## src/rtl/core/pscfc_pkg.sv

```systemverilog
// Package for the pressure sensor frame checker: beat structs, status codes,
// reset values, byte positions of the frame and the CRC-8 byte update.
// No dependencies; every file of the block imports it.
package pscfc_pkg;

  localparam int FRAME_BYTES_DEF   = 9;
  localparam int FRACTION_BITS_DEF = 8;

  localparam int RAW_W = 16;
  localparam int Q_W   = 24;
  localparam int CFG_W = 16;

  localparam logic [7:0] CRC_INIT = 8'hFF;
  localparam logic [7:0] CRC_POLY = 8'h31;

  localparam logic [CFG_W-1:0] PSCALE_RST = 16'd60;
  localparam logic [CFG_W-1:0] TSCALE_RST = 16'd200;

  // register indexes of the configuration port
  localparam int CFG_IDX_W = 1;
  localparam logic [CFG_IDX_W-1:0] CFG_PRES_SCALE = 1'b0;
  localparam logic [CFG_IDX_W-1:0] CFG_TEMP_SCALE = 1'b1;

  // byte positions inside a frame
  localparam int POS_P_HI  = 0;
  localparam int POS_P_LO  = 1;
  localparam int POS_P_CRC = 2;
  localparam int POS_T_HI  = 3;
  localparam int POS_T_LO  = 4;
  localparam int POS_T_CRC = 5;

  typedef enum logic [1:0] {
    ST_OK       = 2'd0,
    ST_PRES_CRC = 2'd1,
    ST_TEMP_CRC = 2'd2
  } status_t;

  typedef enum logic [2:0] {
    S_IDLE,
    S_CHECK,
    S_DIV_P,
    S_DIV_T,
    S_LOAD
  } seq_state_t;

  typedef struct packed {
    logic [7:0] rx_byte;
    logic       frame_start;
  } in_beat_t;

  typedef struct packed {
    logic [1:0]            status;
    logic signed [Q_W-1:0] pressure_q8;
    logic signed [Q_W-1:0] temperature_q8;
  } out_beat_t;

  // what the parser hands to the sequencer at the end of a frame
  typedef struct packed {
    status_t          status;
    logic [RAW_W-1:0] pres_word;
    logic [RAW_W-1:0] temp_word;
  } frame_t;

  function automatic logic [7:0] crc8_update(input logic [7:0] crc, input logic [7:0] data);
    logic [7:0] c;
    c = crc ^ data;
    for (int b = 0; b < 8; b++) begin
      c = c[7] ? ({c[6:0], 1'b0} ^ CRC_POLY) : {c[6:0], 1'b0};
    end
    return c;
  endfunction

  // magnitude of a 16-bit two's complement word; 0x8000 gives 32768
  function automatic logic [RAW_W-1:0] raw_mag(input logic [RAW_W-1:0] raw);
    return raw[RAW_W-1] ? (~raw + 1'b1) : raw;
  endfunction

endpackage

```

## src/rtl/core/pscfc_divider.sv

```systemverilog
// Shared restoring divider: one quotient bit per cycle, DVD_W quotient bits.
// Depends on pscfc_pkg for the divisor width.
module pscfc_divider #(
  parameter int DVD_W = 24
) (
  input  logic                        clk,
  input  logic                        rst_n,
  input  logic                        start,
  input  logic [DVD_W-1:0]            dividend,
  input  logic [pscfc_pkg::RAW_W-1:0] divisor,
  output logic                        done,
  output logic [DVD_W-1:0]            quotient
);
  import pscfc_pkg::*;

  localparam int CNT_W = $clog2(DVD_W + 1);

  logic             busy_r, busy_nxt;
  logic             done_r, done_nxt;
  logic [CNT_W-1:0] cnt_r, cnt_nxt;
  logic [RAW_W-1:0] rem_r, rem_nxt;
  logic [RAW_W-1:0] dvs_r, dvs_nxt;
  logic [DVD_W-1:0] quo_r, quo_nxt;
  logic [RAW_W:0]   rem_sh;
  logic             ge;

  assign rem_sh = {rem_r, quo_r[DVD_W-1]};
  assign ge     = rem_sh >= {1'b0, dvs_r};

  always_comb begin
    busy_nxt = busy_r;
    done_nxt = 1'b0;
    cnt_nxt  = cnt_r;
    rem_nxt  = rem_r;
    dvs_nxt  = dvs_r;
    quo_nxt  = quo_r;
    if (start) begin
      busy_nxt = 1'b1;
      cnt_nxt  = CNT_W'(DVD_W);
      rem_nxt  = '0;
      dvs_nxt  = divisor;
      quo_nxt  = dividend;
    end else if (busy_r) begin
      // shift the next dividend bit in, subtract where it fits
      rem_nxt = ge ? RAW_W'(rem_sh - {1'b0, dvs_r}) : rem_sh[RAW_W-1:0];
      quo_nxt = {quo_r[DVD_W-2:0], ge};
      cnt_nxt = cnt_r - 1'b1;
      if (cnt_r == CNT_W'(1)) begin
        busy_nxt = 1'b0;
        done_nxt = 1'b1;
      end
    end
  end

  always_ff @(posedge clk) begin
    if (!rst_n) begin
      busy_r <= 1'b0;
      done_r <= 1'b0;
      cnt_r  <= '0;
    end else begin
      busy_r <= busy_nxt;
      done_r <= done_nxt;
      cnt_r  <= cnt_nxt;
    end
  end

  always_ff @(posedge clk) begin
    rem_r <= rem_nxt;
    dvs_r <= dvs_nxt;
    quo_r <= quo_nxt;
  end

  assign done     = done_r;
  assign quotient = quo_r;

endmodule

```

## src/rtl/core/pscfc_parser.sv

```systemverilog
// Frame byte tracker: byte position, running CRC-8 and word capture.
// Depends on pscfc_pkg for beat types, positions and the CRC update.
module pscfc_parser #(
  parameter int FRAME_BYTES = 9
) (
  input  logic                clk,
  input  logic                rst_n,
  input  logic                accept,
  input  pscfc_pkg::in_beat_t beat,
  output logic                last_byte,
  output pscfc_pkg::frame_t   frame
);
  import pscfc_pkg::*;

  localparam int POS_W = $clog2(FRAME_BYTES);

  logic [POS_W-1:0] pos_r, pos_nxt;
  logic [7:0]       crc_r, crc_nxt;
  status_t          err_r, err_nxt;
  frame_t           frame_r, frame_nxt;

  logic [POS_W-1:0] pos_eff;
  logic [7:0]       crc_eff;
  status_t          err_eff;

  // frame_start restarts the frame before this byte is taken
  assign pos_eff   = beat.frame_start ? '0 : pos_r;
  assign crc_eff   = beat.frame_start ? CRC_INIT : crc_r;
  assign err_eff   = beat.frame_start ? ST_OK : err_r;
  assign last_byte = (int'(pos_eff) + 1) >= FRAME_BYTES;

  always_comb begin
    pos_nxt   = pos_r;
    crc_nxt   = crc_r;
    err_nxt   = err_r;
    frame_nxt = frame_r;
    if (accept) begin
      crc_nxt = crc_eff;
      err_nxt = err_eff;
      case (pos_eff)
        POS_W'(POS_P_HI): begin
          frame_nxt.pres_word[15:8] = beat.rx_byte;
          crc_nxt = crc8_update(crc_eff, beat.rx_byte);
        end
        POS_W'(POS_P_LO): begin
          frame_nxt.pres_word[7:0] = beat.rx_byte;
          crc_nxt = crc8_update(crc_eff, beat.rx_byte);
        end
        POS_W'(POS_P_CRC): begin
          if (crc_eff != beat.rx_byte && err_eff == ST_OK) err_nxt = ST_PRES_CRC;
          crc_nxt = CRC_INIT;
        end
        POS_W'(POS_T_HI): begin
          frame_nxt.temp_word[15:8] = beat.rx_byte;
          crc_nxt = crc8_update(crc_eff, beat.rx_byte);
        end
        POS_W'(POS_T_LO): begin
          frame_nxt.temp_word[7:0] = beat.rx_byte;
          crc_nxt = crc8_update(crc_eff, beat.rx_byte);
        end
        POS_W'(POS_T_CRC): begin
          if (crc_eff != beat.rx_byte && err_eff == ST_OK) err_nxt = ST_TEMP_CRC;
          crc_nxt = CRC_INIT;
        end
        default: begin
        end
      endcase
      if (last_byte) begin
        // latch the verdict, wrap for the next frame
        frame_nxt.status = err_nxt;
        pos_nxt = '0;
        crc_nxt = CRC_INIT;
        err_nxt = ST_OK;
      end else begin
        pos_nxt = pos_eff + 1'b1;
      end
    end
  end

  always_ff @(posedge clk) begin
    if (!rst_n) begin
      pos_r   <= '0;
      crc_r   <= CRC_INIT;
      err_r   <= ST_OK;
      frame_r <= '{status: ST_OK, pres_word: '0, temp_word: '0};
    end else begin
      pos_r   <= pos_nxt;
      crc_r   <= crc_nxt;
      err_r   <= err_nxt;
      frame_r <= frame_nxt;
    end
  end

  assign frame = frame_r;

endmodule

```

## src/rtl/core/pressure_sensor_frame_checker_unit.sv

```systemverilog
// Pressure sensor frame checker top level: config registers, sequencer,
// output register. Depends on pscfc_pkg, pscfc_parser and pscfc_divider.
//
// Usage:
//   in_*  : one frame byte per beat (rx_byte, frame_start), valid/ready.
//   out_* : one result per complete frame (status, pressure_q8,
//           temperature_q8), valid/ready.
//   cfg_* : write port, index 0 pressure_scale, 1 temperature_scale; a
//           scale of zero divides by one.
// Bytes other than the last of a frame are taken while the sequencer is
// idle. The last byte holds input low while both values are scaled: a
// check step, two passes of the shared bit-serial divider and a load
// step, after which the result is valid. A frame with a CRC failure
// skips the divider and goes straight from the check step to the load step.
// The result sits in an output register until taken; while it waits, the
// bytes of the next frame are accepted, and only the next frame's last byte
// holds in the load step until the register is free.
// Reset clears the byte position, CRC and error state, restores the scales
// to 60 and 200, and empties the output register.
module pressure_sensor_frame_checker_unit #(
  parameter int FRAME_BYTES   = pscfc_pkg::FRAME_BYTES_DEF,
  parameter int FRACTION_BITS = pscfc_pkg::FRACTION_BITS_DEF
) (
  input  logic                            clk,
  input  logic                            rst_n,
  input  logic                            in_valid,
  output logic                            in_ready,
  input  pscfc_pkg::in_beat_t             in_data,
  output logic                            out_valid,
  input  logic                            out_ready,
  output pscfc_pkg::out_beat_t            out_data,
  input  logic                            cfg_we,
  input  logic [pscfc_pkg::CFG_IDX_W-1:0] cfg_index,
  input  logic [pscfc_pkg::CFG_W-1:0]     cfg_wdata
);
  import pscfc_pkg::*;

  localparam int DVD_W = RAW_W + FRACTION_BITS;

  seq_state_t           state_r, state_nxt;
  logic [CFG_W-1:0]     pscale_r, pscale_nxt;
  logic [CFG_W-1:0]     tscale_r, tscale_nxt;
  logic signed [Q_W-1:0] pq_r, pq_nxt;
  logic signed [Q_W-1:0] tq_r, tq_nxt;
  logic                 out_valid_r, out_valid_nxt;
  out_beat_t            out_r, out_nxt;

  logic             accept;
  logic             last_byte;
  frame_t           frame;
  logic             div_start;
  logic             div_done;
  logic [DVD_W-1:0] div_dvd;
  logic [RAW_W-1:0] div_dvs;
  logic [DVD_W-1:0] div_quo;
  logic             sel_temp;
  logic             res_neg;
  logic [Q_W-1:0]   res_mag;
  logic signed [Q_W-1:0] res_q;

  assign in_ready = (state_r == S_IDLE);
  assign accept   = in_valid && in_ready;

  pscfc_parser #(
    .FRAME_BYTES(FRAME_BYTES)
  ) u_parser (
    .clk      (clk),
    .rst_n    (rst_n),
    .accept   (accept),
    .beat     (in_data),
    .last_byte(last_byte),
    .frame    (frame)
  );

  pscfc_divider #(
    .DVD_W(DVD_W)
  ) u_div (
    .clk     (clk),
    .rst_n   (rst_n),
    .start   (div_start),
    .dividend(div_dvd),
    .divisor (div_dvs),
    .done    (div_done),
    .quotient(div_quo)
  );

  // pressure goes first, temperature is loaded as pressure finishes
  assign sel_temp = (state_r == S_DIV_P);
  assign div_dvd  = DVD_W'(raw_mag(sel_temp ? frame.temp_word : frame.pres_word))
                    << FRACTION_BITS;
  assign div_dvs  = sel_temp ? ((tscale_r == '0) ? RAW_W'(1) : tscale_r)
                             : ((pscale_r == '0) ? RAW_W'(1) : pscale_r);

  assign res_neg = (state_r == S_DIV_T) ? frame.temp_word[RAW_W-1]
                                        : frame.pres_word[RAW_W-1];
  assign res_mag = Q_W'(div_quo);
  assign res_q   = res_neg ? $signed(Q_W'(0) - res_mag) : $signed(res_mag);

  always_comb begin
    pscale_nxt = pscale_r;
    tscale_nxt = tscale_r;
    if (cfg_we) begin
      case (cfg_index)
        CFG_PRES_SCALE: pscale_nxt = cfg_wdata;
        CFG_TEMP_SCALE: tscale_nxt = cfg_wdata;
        default: begin
        end
      endcase
    end
  end

  always_comb begin
    state_nxt     = state_r;
    div_start     = 1'b0;
    pq_nxt        = pq_r;
    tq_nxt        = tq_r;
    out_valid_nxt = out_valid_r && !out_ready;
    out_nxt       = out_r;
    case (state_r)
      S_IDLE: begin
        if (accept && last_byte) state_nxt = S_CHECK;
      end
      S_CHECK: begin
        if (frame.status == ST_OK) begin
          div_start = 1'b1;
          state_nxt = S_DIV_P;
        end else begin
          pq_nxt    = '0;
          tq_nxt    = '0;
          state_nxt = S_LOAD;
        end
      end
      S_DIV_P: begin
        if (div_done) begin
          pq_nxt    = res_q;
          div_start = 1'b1;
          state_nxt = S_DIV_T;
        end
      end
      S_DIV_T: begin
        if (div_done) begin
          tq_nxt    = res_q;
          state_nxt = S_LOAD;
        end
      end
      S_LOAD: begin
        // hold until the output register is free
        if (!out_valid_r || out_ready) begin
          out_valid_nxt          = 1'b1;
          out_nxt.status         = frame.status;
          out_nxt.pressure_q8    = pq_r;
          out_nxt.temperature_q8 = tq_r;
          state_nxt              = S_IDLE;
        end
      end
      default: state_nxt = S_IDLE;
    endcase
  end

  always_ff @(posedge clk) begin
    if (!rst_n) begin
      state_r     <= S_IDLE;
      pscale_r    <= PSCALE_RST;
      tscale_r    <= TSCALE_RST;
      out_valid_r <= 1'b0;
    end else begin
      state_r     <= state_nxt;
      pscale_r    <= pscale_nxt;
      tscale_r    <= tscale_nxt;
      out_valid_r <= out_valid_nxt;
    end
  end

  always_ff @(posedge clk) begin
    pq_r  <= pq_nxt;
    tq_r  <= tq_nxt;
    out_r <= out_nxt;
  end

  assign out_valid = out_valid_r;
  assign out_data  = out_r;

endmodule

```

## config.mk

```make
export PLATFORM = sky130hd
export DESIGN_NAME = pressure_sensor_frame_checker_unit
export DESIGN_NICKNAME = d
export VERILOG_FILES = /design/src/rtl/core/pscfc_pkg.sv /design/src/rtl/core/pscfc_divider.sv /design/src/rtl/core/pscfc_parser.sv /design/src/rtl/core/pressure_sensor_frame_checker_unit.sv
export SDC_FILE = /design/constraint.sdc
export NUM_CORES = 1
export LEC_CHECK = 0
export ABC_AREA = 1
export BUFFER_PORTS_ARGS = -buffer_cell sky130_fd_sc_hd__buf_2
export CELL_PAD_IN_SITES_DETAIL_PLACEMENT = 0
export CELL_PAD_IN_SITES_GLOBAL_PLACEMENT = 2
export CORE_ASPECT_RATIO = 0.6
export CORE_MARGIN = 2
export CORE_UTILIZATION = 40
export DETAILED_ROUTE_END_ITERATION = 8
export GPL_TIMING_DRIVEN = 0
export PLACE_DENSITY_LB_ADDON = 0.1
export SETUP_SLACK_MARGIN = 0.15
export SYNTH_ARGS = -nofsm -noshare
export SYNTH_HDL_FRONTEND = slang
export SYNTH_SLANG_ARGS = --single-unit
```

## constraint.sdc

```tcl
create_clock -name clk -period 5.9 [get_ports clk]
set_input_delay 0.59 -clock clk [delete_from_list [all_inputs] [get_ports clk]]
set_output_delay 0.59 -clock clk [all_outputs]
set_load 0.01 [all_outputs]
```

==> flow_metrics.tcl <==
set metrics [dict create \
    status "finished clean" \
    cp_common_cell "nand3_1" \
    grt_max_degree 31 \
    cp-endpoint "u_div.quotient[20]$_DFFE_PP_" \
    rows 48 \
    slew_headroom_pct 26.4 \
    grt_pass1_vias 8920 \
    grt_pass1_wl_um 50700 \
    cap_violations 0 \
    slowest_delay_ns 0.36 \
    postPlaceCellArea_sq_um 12700 \
    hold_viol_final 0 \
    nets 1573 \
    cp-startpoint "state_r[0]$_SDFFE_PN0P_" \
    grt_util_met3_pct 3.20 \
    grt_use_total_pct 21.3 \
    rsz0062_at_grt "no" \
    internal_power_w 0.00396 \
    multi_input_area_sq_um 4740 \
    port_buffers 81 \
    critical_path_class "register to register" \
    die_height_um 137 \
    period_needed_ns 2.50 \
    seqCellArea_sq_um 6210 \
    worstMarginPinSlew_ns 1.10 \
    synthToLayoutAreaGrowth_pct 15.1 \
    start_util_pct 40.9 \
    cts.root.buffer_cell "clkbuf_16" \
    cts.sinks 245 \
    hold_class "input pin to register" \
    crit_cells 11 \
    dr.pass1.iters 5 \
    rr_startpoint "state_r[0]$_SDFFE_PN0P_" \
    gp_congestion 0.861 \
    min_from "cfg_wdata[7]" \
    hold_buffers 0 \
    total_power_w 0.00665 \
    core_sq_um 28900 \
    post-cts-setup-buffer-count 0 \
    antenna_found_initial 0 \
    clockPowerShare_pct 25.0 \
    peakVddDrop_mv 0.243 \
    critPathSlowestCell "dfxtp_1" \
    clk_pin_slew_ns 0.07 \
    cp_top_family "simple AND/OR/NAND/NOR gates" \
    met1_usage_pct 34.0 \
    crit_required_ns 6.20 \
    power_frac_seq_pct 36.6 \
    ant_nets 0 \
    ys_warn_count 0 \
    cp_num_buf_inv 0 \
    cts-htree-levels 1 \
    p_comb_share_pct 38.4 \
    layout-drive-gt1-share_pct 11.8 \
    dieArea_sq_um 31000 \
    synth-seq-cells 245 \
    p_leak_nw 5.88 \
    cts_made_buffers 25 \
    vias 9609 \
    syn-num-nets 1464 \
    crit_path_cell_trace "nor2_4 > nand2_4 > o21ai_2 > ha_1 > nand3_1 > nor2_1 > nand3_2 > nand2_2 > nand3_1 > nand3_1 > nand2_1" \
    insertion_delay_ns 0.55 \
    ios 83 \
    worstSetupEndpointType "register" \
    setup_viol 0 \
    dp_hpwl_um 24400 \
    r2r_cells 11 \
    postSynthCellCount 1407 \
    ys_seq_area_share_pct 52.5 \
    met2_usage_pct 30.3 \
    setup_tns_ns 0 \
    final_common_cell "nand2_1" \
    cts_resized 0 \
    wl_um 32300 \
    rrSetupSlack_ns 3.40 \
    clk_path_buf_depth 3 \
    dr.first_iter.drc_count 651 \
    antenna_cells 0 \
    fin_crit_sh_pct 42.3 \
    power.density_nw_per_um2 490 \
    skew_ns 0.0202 \
    most-common-layout-cells "316 x nand2_1, 167 x inv_1, 142 x nor2_1, 130 x edfxtp_1, 115 x dfxtp_1" \
    overflow 0 \
    cts_tree "yes" \
    cp.arrival_ns 2.79 \
    netlist_area_sq_um 11800 \
    busiest_layer "met1" \
    fmax_mhz 401 \
    synth_area_per_cell_sq_um 8.39 \
    yosysUniqueCellTypes 45 \
    routed_via_density 4.97 \
    maxSlewViolCount 0 \
    final_util_pct 47.1 \
    switching_share_pct 40.5 \
    start_kind "register" \
    fillers 2819 \
    route.detailed.drc 0 \
    final_cell_area_sq_um 13600 \
    die_width_um 226 \
    power.switching_w 0.00270 \
    wire_per_inst_um 16.7 \
    r2r-end "u_div.quotient[20]$_DFFE_PP_" \
    path_max_fanout 10 \
]
==> metal layers <==
metal,routed length (um),vias up,part of all wire [%]
li1,-,4890,-
met1,17400,4498,54
met2,13000,188,40
met3,1520,33,4.7
met4,398,0,1.2
met5,0,-,0
==> metrics by stage <==
step	std cells	setup WS (ns)	hold WS (ns)
after floorplan	1407	2.24	0.400
after global placement	1888	0.905	0.403
after detailed placement	1889	3.21	0.405
after CTS	1935	3.40	0.266
after global routing	1935	3.14	0.276
final	1935	3.40	0.284
==> synthesized netlist by cell type, drive strengths merged <==
cell type  number  area share, %
o211ai          3           0.19
nor2          150            5.1
a31oi           3           0.16
and3            1          0.053
xnor2           9           0.67
fa              1           0.17
buf            22            1.2
a21oi          97            4.1
nand4          17           0.90
nand3         101            4.3
clkbuf         20           0.64
and2            1          0.053
o21bai          1          0.064
nor3           16           0.77
inv           174            5.6
dfxtp         115             19
nand3b         18            1.1
o31ai           2           0.13
o21ai         118            5.3
or2             4           0.21
xor2           28            2.1
clkinv          2          0.064
nor4            7           0.37
edfxtp        130             33
o22ai          14           0.79
o21a            1          0.064
a211oi          1          0.064
ha             25            2.6
nand2         326             11
==> worst min path at each step <==
stage	endpoint	depth (start not counted)
2_1_floorplan	out_data[0]$_DFFE_PP_	0
3_3_place_gp	out_data[36]$_DFFE_PP_	0
3_5_place_dp	out_data[36]$_DFFE_PP_	0
4_1_cts	tscale_r[7]$_SDFFE_PN1P_	3
5_1_grt	pscale_r[7]$_SDFFE_PN0P_	3
6_report	tscale_r[7]$_SDFFE_PN1P_	3
==> power by group through the flow <==
stage | combinational, W | sequential (W) | clock, W
after floorplan | 0.00181 | 0.00244 | 0
after global placement | 0.00253 | 0.00248 | 0
after detailed placement | 0.00254 | 0.00247 | 0
after CTS | 0.00256 | 0.00244 | 0.00169
after global routing | 0.00291 | 0.00248 | 0.00176
final | 0.00255 | 0.00244 | 0.00166
==> worst min-delay path: cells and delay by family <==
family	cells	cell delay [ns]
compound gates	1	0.06
buf+inv	1	0.08
simple gates	1	0.05
==> registers in the layout (all words and copies together), names as in the netlist <==
signal,flops
u_parser.pos_r,4
pq_r,24
u_div.quotient,24
state_r,3
tscale_r,16
u_div.done,1
out_valid,1
u_div.dvs_r,16
tq_r,24
u_div.rem_r,16
u_div.cnt_r,5
u_div.busy_r,1
u_parser.crc_r,8
out_data,50
u_parser.err_r,2
u_parser.frame,34
pscale_r,16
==> final cells by class <==
| type | instances | area share (%) |
|---|---|---|
| clock buffer | 29 | 4.86 |
| buffer | 42 | 1.56 |
| tap | 400 | 3.68 |
| clock inverter | 17 | 1.34 |
| inverter | 176 | 4.88 |
| timing repair buffer | 82 | 3.13 |
| sequential | 245 | 45.7 |
| multi-input combinational | 944 | 34.9 |
==> cell families after synthesis <==
| kind of cell | Yosys count | synth area share [%] |
|---|---|---|
| AO/OA/AOI/OAI | 240 | 10.9 |
| adder cells (fa/ha/maj) | 26 | 2.82 |
| buffers and inverters | 218 | 7.42 |
| AND/OR/NAND/NOR | 641 | 23.6 |
| XOR/XNOR | 37 | 2.74 |
| flip-flops | 245 | 52.5 |
No activity file was read; power rests on OpenSTA's default activity.
